### src/sv/assert_macros.svh
// assertion helpers; they expect clk and rst in the enclosing module
`ifndef ASSERT_MACROS_SVH
`define ASSERT_MACROS_SVH

// same-cycle implication, checked outside reset
`define ASSERT_IMPLIES(label, ante, cons) \
  label: assert property (@(posedge clk) disable iff (rst) (ante) |-> (cons)) \
    else $error("assertion failed");

// next-cycle implication, checked outside reset
`define ASSERT_NEXT(label, ante, cons) \
  label: assert property (@(posedge clk) disable iff (rst) (ante) |=> (cons)) \
    else $error("assertion failed");

`endif

### src/sv/dsd_pkg.sv
// ----------------------------------------------------------------------------
// dsd_pkg
// Types and codes shared by the deque sort/dedupe engine.
// ----------------------------------------------------------------------------
`default_nettype none

package dsd_pkg;

  localparam int OCC_BITS = 6;

  // action codes
  localparam logic [2:0] ACT_PUSH_FRONT = 3'd0;
  localparam logic [2:0] ACT_PUSH_BACK  = 3'd1;
  localparam logic [2:0] ACT_POP_FRONT  = 3'd2;
  localparam logic [2:0] ACT_POP_BACK   = 3'd3;
  localparam logic [2:0] ACT_SORT       = 3'd4;
  localparam logic [2:0] ACT_DEDUPE     = 3'd5;
  localparam logic [2:0] ACT_DUMP       = 3'd6;
  localparam logic [2:0] ACT_NOP        = 3'd7;

  // status codes
  localparam logic [1:0] ST_DONE  = 2'd0;
  localparam logic [1:0] ST_FULL  = 2'd1;
  localparam logic [1:0] ST_EMPTY = 2'd2;

  typedef struct packed {
    logic [2:0]         action;
    logic signed [31:0] value;
  } req_t;

  typedef struct packed {
    logic [1:0]           status;
    logic signed [31:0]   element;
    logic [OCC_BITS-1:0]  occupancy;
    logic                 final_flag;
  } res_t;

endpackage

`default_nettype wire

### src/sv/dsd_ram.sv
// ----------------------------------------------------------------------------
// dsd_ram
// Generic simple dual-port RAM, one write and one registered read port.
// ----------------------------------------------------------------------------
`default_nettype none

module dsd_ram #(
  parameter int WIDTH = 32,
  parameter int DEPTH = 32
) (
  input  wire logic                     clk,
  input  wire logic                     we,
  input  wire logic [$clog2(DEPTH)-1:0] waddr,
  input  wire logic [WIDTH-1:0]         wdata,
  input  wire logic [$clog2(DEPTH)-1:0] raddr,
  output logic      [WIDTH-1:0]         rdata
);

  logic [WIDTH-1:0] mem [DEPTH];

  // write port and registered read
  always_ff @(posedge clk) begin
    if (we) begin
      mem[waddr] <= wdata;
    end
    rdata <= mem[raddr];
  end

endmodule

`default_nettype wire

### src/sv/deque_sort_dedup_engine_unit.sv
// ----------------------------------------------------------------------------
// deque_sort_dedup_engine_unit
// Bounded double-ended queue with in-place sort, duplicate removal and dump.
// ----------------------------------------------------------------------------
// Usage: a command transaction is taken when start is high and busy is low;
// request carries the action and the value to push. Each result appears on
// result for exactly one cycle with done high; there is no back-pressure.
// Push, pop and no-op give one result in the cycle after acceptance and busy
// stays low, so one command per cycle is sustained.
// Dump of n elements: one result per element on consecutive cycles, each
// from the registered read of the store, final_flag on the last one.
// Sort of n elements: streaming bubble passes over the store, each pass one
// element shorter than the last, carrying the larger word towards the back.
// Dedupe of n elements: each element is compared against the survivors read
// back from the store in turn, until a match or the last survivor is reached.
// These walks are bounded by the single read port of the element store.
// Reset clears the front pointer and the count; the store itself is not
// cleared, since an entry is only read after it has been written.
// ----------------------------------------------------------------------------
`default_nettype none
`include "assert_macros.svh"

module deque_sort_dedup_engine_unit #(
  parameter int DEPTH     = 32,
  parameter int WORD_BITS = 32
) (
  input  wire logic         clk,
  input  wire logic         rst,
  input  wire logic         start,
  output logic              busy,
  input  wire dsd_pkg::req_t request,
  output logic              done,
  output dsd_pkg::res_t     result
);

  localparam int IW = $clog2(DEPTH);
  localparam int CW = $clog2(DEPTH + 1);

  typedef enum logic [8:0] {
    S_IDLE   = 9'b000000001,
    S_SFIRST = 9'b000000010,
    S_SSTEP  = 9'b000000100,
    S_STAIL  = 9'b000001000,
    S_DCAND  = 9'b000010000,
    S_DSCAN  = 9'b000100000,
    S_DKEEP  = 9'b001000000,
    S_DNEXT  = 9'b010000000,
    S_DUMP   = 9'b100000000
  } state_t;

  state_t                       state;
  logic [IW-1:0]                front;
  logic [CW-1:0]                count;
  logic [IW-1:0]                idx;
  logic [IW-1:0]                lim;
  logic [IW-1:0]                jdx;
  logic [CW-1:0]                nsurv;
  logic signed [WORD_BITS-1:0]  held;
  logic [WORD_BITS-1:0]         cand;

  logic                         we;
  logic [IW-1:0]                waddr;
  logic [WORD_BITS-1:0]         wdata;
  logic [IW-1:0]                raddr;
  logic [WORD_BITS-1:0]         rdata;

  logic                         accept;
  logic                         full;
  logic                         empty;
  logic [IW-1:0]                front_dec;
  logic [IW-1:0]                front_inc;
  logic signed [31:0]           in_val;
  logic [WORD_BITS-1:0]         push_word;
  logic signed [WORD_BITS-1:0]  rsig;
  logic signed [63:0]           rext;
  logic                         lt;

  // logical to physical slot
  function automatic logic [IW-1:0] phys(input logic [IW-1:0] f, input logic [IW-1:0] l);
    logic [IW:0] s;
    s = {1'b0, f} + {1'b0, l};
    if (s >= (IW+1)'(DEPTH)) begin
      s = s - (IW+1)'(DEPTH);
    end
    return s[IW-1:0];
  endfunction

  assign accept    = start && !busy;
  assign busy      = (state != S_IDLE);
  assign full      = (count == CW'(DEPTH));
  assign empty     = (count == '0);
  assign front_dec = (front == '0) ? IW'(DEPTH - 1) : front - 1'b1;
  assign front_inc = (front == IW'(DEPTH - 1)) ? '0 : front + 1'b1;
  assign in_val    = request.value;
  assign push_word = WORD_BITS'(64'(in_val));
  assign rsig      = rdata;
  assign rext      = 64'(rsig);
  assign lt        = rsig < held;

  // element store
  dsd_ram #(
    .WIDTH (WORD_BITS),
    .DEPTH (DEPTH)
  ) u_ram (
    .clk   (clk),
    .we    (we),
    .waddr (waddr),
    .wdata (wdata),
    .raddr (raddr),
    .rdata (rdata)
  );

  // store port control
  always_comb begin
    we    = 1'b0;
    waddr = '0;
    wdata = push_word;
    raddr = phys(front, '0);
    case (state)
      S_IDLE: begin
        if (accept && !full) begin
          if (request.action == dsd_pkg::ACT_PUSH_FRONT) begin
            we    = 1'b1;
            waddr = front_dec;
          end else if (request.action == dsd_pkg::ACT_PUSH_BACK) begin
            we    = 1'b1;
            waddr = phys(front, count[IW-1:0]);
          end
        end
      end
      S_SFIRST: begin
        raddr = phys(front, idx);
      end
      S_SSTEP: begin
        we    = 1'b1;
        waddr = phys(front, idx - 1'b1);
        wdata = lt ? rdata : held;
        raddr = phys(front, idx + 1'b1);
      end
      S_STAIL: begin
        we    = 1'b1;
        waddr = phys(front, lim);
        wdata = held;
      end
      S_DCAND: begin
        raddr = phys(front, '0);
      end
      S_DSCAN: begin
        raddr = phys(front, jdx + 1'b1);
      end
      S_DKEEP: begin
        we    = 1'b1;
        waddr = phys(front, nsurv[IW-1:0]);
        wdata = cand;
      end
      S_DNEXT: begin
        raddr = phys(front, idx + 1'b1);
      end
      S_DUMP: begin
        raddr = phys(front, idx + 1'b1);
      end
      default: begin
        we = 1'b0;
      end
    endcase
  end

  // control and result register
  always_ff @(posedge clk) begin
    if (rst) begin
      state <= S_IDLE;
      front <= '0;
      count <= '0;
      done  <= 1'b0;
    end else begin
      done <= 1'b0;
      case (state)
        S_IDLE: begin
          if (accept) begin
            result.status     <= dsd_pkg::ST_DONE;
            result.element    <= '0;
            result.occupancy  <= dsd_pkg::OCC_BITS'(count);
            result.final_flag <= 1'b1;
            done              <= 1'b1;
            case (request.action)
              dsd_pkg::ACT_PUSH_FRONT, dsd_pkg::ACT_PUSH_BACK: begin
                if (full) begin
                  result.status <= dsd_pkg::ST_FULL;
                end else begin
                  if (request.action == dsd_pkg::ACT_PUSH_FRONT) begin
                    front <= front_dec;
                  end
                  count            <= count + 1'b1;
                  result.occupancy <= dsd_pkg::OCC_BITS'(count + 1'b1);
                end
              end
              dsd_pkg::ACT_POP_FRONT, dsd_pkg::ACT_POP_BACK: begin
                if (empty) begin
                  result.status <= dsd_pkg::ST_EMPTY;
                end else begin
                  if (request.action == dsd_pkg::ACT_POP_FRONT) begin
                    front <= front_inc;
                  end
                  count            <= count - 1'b1;
                  result.occupancy <= dsd_pkg::OCC_BITS'(count - 1'b1);
                end
              end
              dsd_pkg::ACT_SORT: begin
                if (count > CW'(1)) begin
                  done  <= 1'b0;
                  lim   <= IW'(count - 1'b1);
                  idx   <= IW'(1);
                  state <= S_SFIRST;
                end
              end
              dsd_pkg::ACT_DEDUPE: begin
                if (!empty) begin
                  done  <= 1'b0;
                  idx   <= '0;
                  nsurv <= '0;
                  state <= S_DCAND;
                end
              end
              dsd_pkg::ACT_DUMP: begin
                if (empty) begin
                  result.status <= dsd_pkg::ST_EMPTY;
                end else begin
                  done  <= 1'b0;
                  idx   <= '0;
                  state <= S_DUMP;
                end
              end
              default: begin
                result.status <= dsd_pkg::ST_DONE;
              end
            endcase
          end
        end
        // sort: carry the larger word along the pass
        S_SFIRST: begin
          held  <= rsig;
          state <= S_SSTEP;
        end
        S_SSTEP: begin
          if (!lt) begin
            held <= rsig;
          end
          if (idx == lim) begin
            state <= S_STAIL;
          end else begin
            idx <= idx + 1'b1;
          end
        end
        S_STAIL: begin
          if (lim == IW'(1)) begin
            result.status     <= dsd_pkg::ST_DONE;
            result.element    <= '0;
            result.occupancy  <= dsd_pkg::OCC_BITS'(count);
            result.final_flag <= 1'b1;
            done              <= 1'b1;
            state             <= S_IDLE;
          end else begin
            lim   <= lim - 1'b1;
            idx   <= IW'(1);
            state <= S_SFIRST;
          end
        end
        // dedupe: compare candidate against survivors
        S_DCAND: begin
          cand  <= rdata;
          jdx   <= '0;
          state <= (nsurv == '0) ? S_DKEEP : S_DSCAN;
        end
        S_DSCAN: begin
          if (rdata == cand) begin
            state <= S_DNEXT;
          end else if (CW'(jdx) + 1'b1 == nsurv) begin
            state <= S_DKEEP;
          end else begin
            jdx <= jdx + 1'b1;
          end
        end
        S_DKEEP: begin
          nsurv <= nsurv + 1'b1;
          state <= S_DNEXT;
        end
        S_DNEXT: begin
          if (CW'(idx) + 1'b1 == count) begin
            count             <= nsurv;
            result.status     <= dsd_pkg::ST_DONE;
            result.element    <= '0;
            result.occupancy  <= dsd_pkg::OCC_BITS'(nsurv);
            result.final_flag <= 1'b1;
            done              <= 1'b1;
            state             <= S_IDLE;
          end else begin
            idx   <= idx + 1'b1;
            state <= S_DCAND;
          end
        end
        // dump: one element per cycle
        S_DUMP: begin
          result.status     <= dsd_pkg::ST_DONE;
          result.element    <= rext[31:0];
          result.occupancy  <= dsd_pkg::OCC_BITS'(count);
          result.final_flag <= (CW'(idx) + 1'b1 == count);
          done              <= 1'b1;
          if (CW'(idx) + 1'b1 == count) begin
            state <= S_IDLE;
          end else begin
            idx <= idx + 1'b1;
          end
        end
        default: begin
          state <= S_IDLE;
        end
      endcase
    end
  end

  // checks
  `ASSERT_IMPLIES(a_count_bound, 1'b1, count <= CW'(DEPTH))
  `ASSERT_NEXT(a_quick_result, accept && (request.action <= dsd_pkg::ACT_POP_BACK),
               done && result.final_flag)
  `ASSERT_NEXT(a_dump_burst, done && !result.final_flag, done)
  `ASSERT_IMPLIES(a_surv_bound, state == S_DKEEP || state == S_DSCAN, nsurv < count)

endmodule

`default_nettype wire
### config.mk
export PLATFORM = sky130hd
export DESIGN_NAME = deque_sort_dedup_engine_unit
export DESIGN_NICKNAME = d
export VERILOG_FILES = /design/src/sv/dsd_pkg.sv /design/src/sv/dsd_ram.sv /design/src/sv/deque_sort_dedup_engine_unit.sv
export VERILOG_INCLUDE_DIRS = /design/src /design/src/sv
export SDC_FILE = /design/constraint.sdc
export NUM_CORES = 2
export LEC_CHECK = 0
export BUFFER_PORTS_ARGS = -buffer_cell sky130_fd_sc_hd__buf_2
export CORE_MARGIN = 5
export CORE_UTILIZATION = 41
export DETAILED_ROUTE_END_ITERATION = 7
export PLACE_DENSITY = 0.6
export SLEW_MARGIN = 20
export SYNTH_ARGS = -nofsm -noshare
export SYNTH_HDL_FRONTEND = slang
export SYNTH_SLANG_ARGS = --single-unit
### constraint.sdc
create_clock -name clk -period 13 [get_ports clk]
set_input_delay 1.3 -clock clk [delete_from_list [all_inputs] [get_ports clk]]
set_output_delay 1.3 -clock clk [all_outputs]
set_load 0.01 [all_outputs]
==> results.toml <==
[yosys]
synthFlopType = "edfxtp_1"
yosysTopAreaCell = "edfxtp_1"
ys_types = 82
synth_seq_cells = 1203
synth_edf_count = 1150
syn-cell-area_um2 = 56400
synthCells = 4598
ys_warn_count = 0
syn_area_per_cell_um2 = 12.3
synthTopCellsByArea = "edfxtp_1, a211oi_1, nand2_1"
yosys.area.top_type_share_pct = 61.2
seq_area_frac_synth_pct = 63.1
synthArstFlopShare_pct = 0
synth_fp_nets = 4695

[cells_and_area]
final_cell_area_um2 = 63100
fin_nets = 4629
fill_cells = 12100
area_growth_pct = 11.7
layout_commonest_cell = "edfxtp_1"
final_cell_mix = "edfxtp_1, nand2_1, a211oi_1, nor2b_1, and2_1"
drive_gt1_share_pct = 10.7

[sta]
rsz0062_at_grt = "false"
period_minus_slack_ns = 6.44
hold_viol_final = 0
fin_crit_sh_pct = 49.5
fin_worst_skew_ns = 0.0269
finalSetupViolCount = 0
slew_headroom_pct = 21.8
setup-tns-final_ns = 0
finalMaxSlewViolations = 0
clock.fmax_ghz = 0.155
tightestPinTransition_ns = 1.17

[drt]
final_antenna_net_count = 0
routed_via_density = 6.13
remaining_drc_errors = 0
routed_wirelength_um = 170000
drt-initial-drc-count = 4371
wire_per_inst_um = 26.4
dr.pass1.iters = 6
vias = 39400

[power]
power.density_nw_per_um2 = 145
p_leak_nw = 20.0
peakVddDrop_v = 0.000139

[clocking]
postCtsSetupBuffers = 0
postCtsHoldBufs = 0
cts_tree = "built"
clk_pin_slew_worst_paths_ns = 0.06
clk_path_buf_depth = 3
cts_buffers = 131
cts_sinks = 1203
cts_max_level = 4
cts_resized = 0
clockRootBuffer = "clkbuf_16"
clk_latency_ns = 0.75

[global_route]
grt-ovfl-total = 0
grt_pass1_vias = 37500
track_usage_pct = 22.7
grt_pass1_wl_um = 248000
grt_max_degree = 217
antenna_found_initial = 2

[outcome]
status = "finished, final reports clean"

[floorplanning]
rows = 136
design.die.area_um2 = 145000
die_x_um = 381
num_io_pins = 81
die_y_um = 381
core_um2 = 137000
initial_core_util_pct = 41.2

[setup_path]
crit_type = "reg2reg"
worst_path_max_delay_cell = "fa_4"
end_kind = "flop"
worstPathArrival_ns = 7.03
crit_required_ns = 13.60
crit_family = "simple AND/OR/NAND/NOR gates"
timing.critical_path.buf_inv = 1
cp_max_fo = 80
max_stage_delay_ns = 1.44
cp_cell_sequence = "nor4_4 -> nand4_2 -> nand2_1 -> nor2_1 -> a211o_1 -> ha_1 -> fa_4 -> o31ai_1 -> nand2_4 -> buf_4 -> mux2i_1 -> a32oi_1 -> a311oi_1 -> a211oi_1"
startpoint_type = "flop"

[min_path]
holdCritPathClass = "reg2reg"

[placement]
place_congestion = 0.861
place_area_um2 = 58800
portBuffers = 80
hpwl_um = 92500

[run]
max_cap_viol_count = 0
[cell type report]
class	instances	area, µm²	area share (%)
Sequential cell	1203	35600	56.5
Multi-Input combinational cell	2971	19600	31.1
Clock buffer	176	3770	5.98
Tap cell	1794	2240	3.56
Timing Repair Buffer	173	1200	1.90
Clock inverter	57	462	0.732
Inverter	52	200	0.317
Antenna cell	1	2.50	0.00397
[synthesized netlist by cell type, types with 69 or more instances]
| master | count |
|---|---|
| nor2_1 | 125 |
| o21ai_0 | 185 |
| a21oi_1 | 105 |
| nand2_1 | 607 |
| edfxtp_1 | 1150 |
| and2_1 | 229 |
| nor2b_1 | 255 |
| nand3_1 | 149 |
| a211oi_1 | 460 |
| clkbuf_1 | 286 |
| mux2i_1 | 140 |
| a311oi_1 | 69 |
[power by group]
group | internal, mW | switching, mW
combinational | 0.323 | 0.688
clock | 2.16 | 1.50
sequential | 4.33 | 0.167
total | 6.82 | 2.36
[flip-flops by register name (all words and copies together), names as in the netlist]
name and flops:
result 41, held 32, done 1, count 6
nsurv 6, front 5, jdx 5, idx 5
state 9, u_ram.rdata 32, lim 5, u_ram.mem 1024
cand 32
[layer usage]
layer  up-vias  GRT usage [%]  wire length [µm]
met1     20000           30.7             71800
met4         2           7.84              5440
met5         -              0                19
met3       283           3.78             12100
li1      17500              -                 -
met2      1556           37.1             80300
[worst paths after layout]
check / from / endpoint / slack, ns / cells after the start
setup / recovery: state[8] / u_ram.rdata[3] / 6.56 / 14
hold / removal: state[4] / state[6] / 0.58 / 2
setup reg to reg: state[8] / u_ram.rdata[3] / 6.56 / 14
hold reg to reg: state[4] / state[6] / 0.58 / 2
[per-stage QoR]
stage               instances  power [mW]  hold slack [ns]  worst slack (ns)  util (%)
floorplan                4598        5.16            0.506              4.00         -
detailed placement       6193        5.57            0.562              6.58      42.9
global route             6426        9.47            0.607              6.13      46.0
CTS                      6426        9.21            0.571              6.55      46.0
finish                   6427        9.17            0.577              6.56      46.0
global placement         6193        5.55            0.551              6.67      42.9
[worst register-to-register path: cells and delay by family (launching register included)]
| kind | cells | cell delay [ns] |
|---|---|---|
| and+or+nand+nor | 5 | 1.88 |
| buffers and inverters | 1 | 0.80 |
| adders and majority gates | 2 | 1.66 |
| AOI/OAI and AO/OA | 5 | 1.21 |
| DFF | 1 | 0.40 |
| muxes | 1 | 0.34 |
[logic make-up (layout without fill, tap and decap cells)]
group | after synthesis | count (layout) | share of synthesized area (%)
and+or+nand+nor | 1476 | 1476 | 12.9
adders and majority gates | 59 | 59 | 1.35
muxes | 176 | 176 | 3.20
DFF | 1203 | 1203 | 63.1
buffers and inverters | 424 | 458 | 3.04
xor gates and xnor gates | 84 | 84 | 1.30
AOI/OAI and AO/OA | 1176 | 1176 | 15.1
other | 0 | 1 | 0
(Power assumes the default switching activity.)
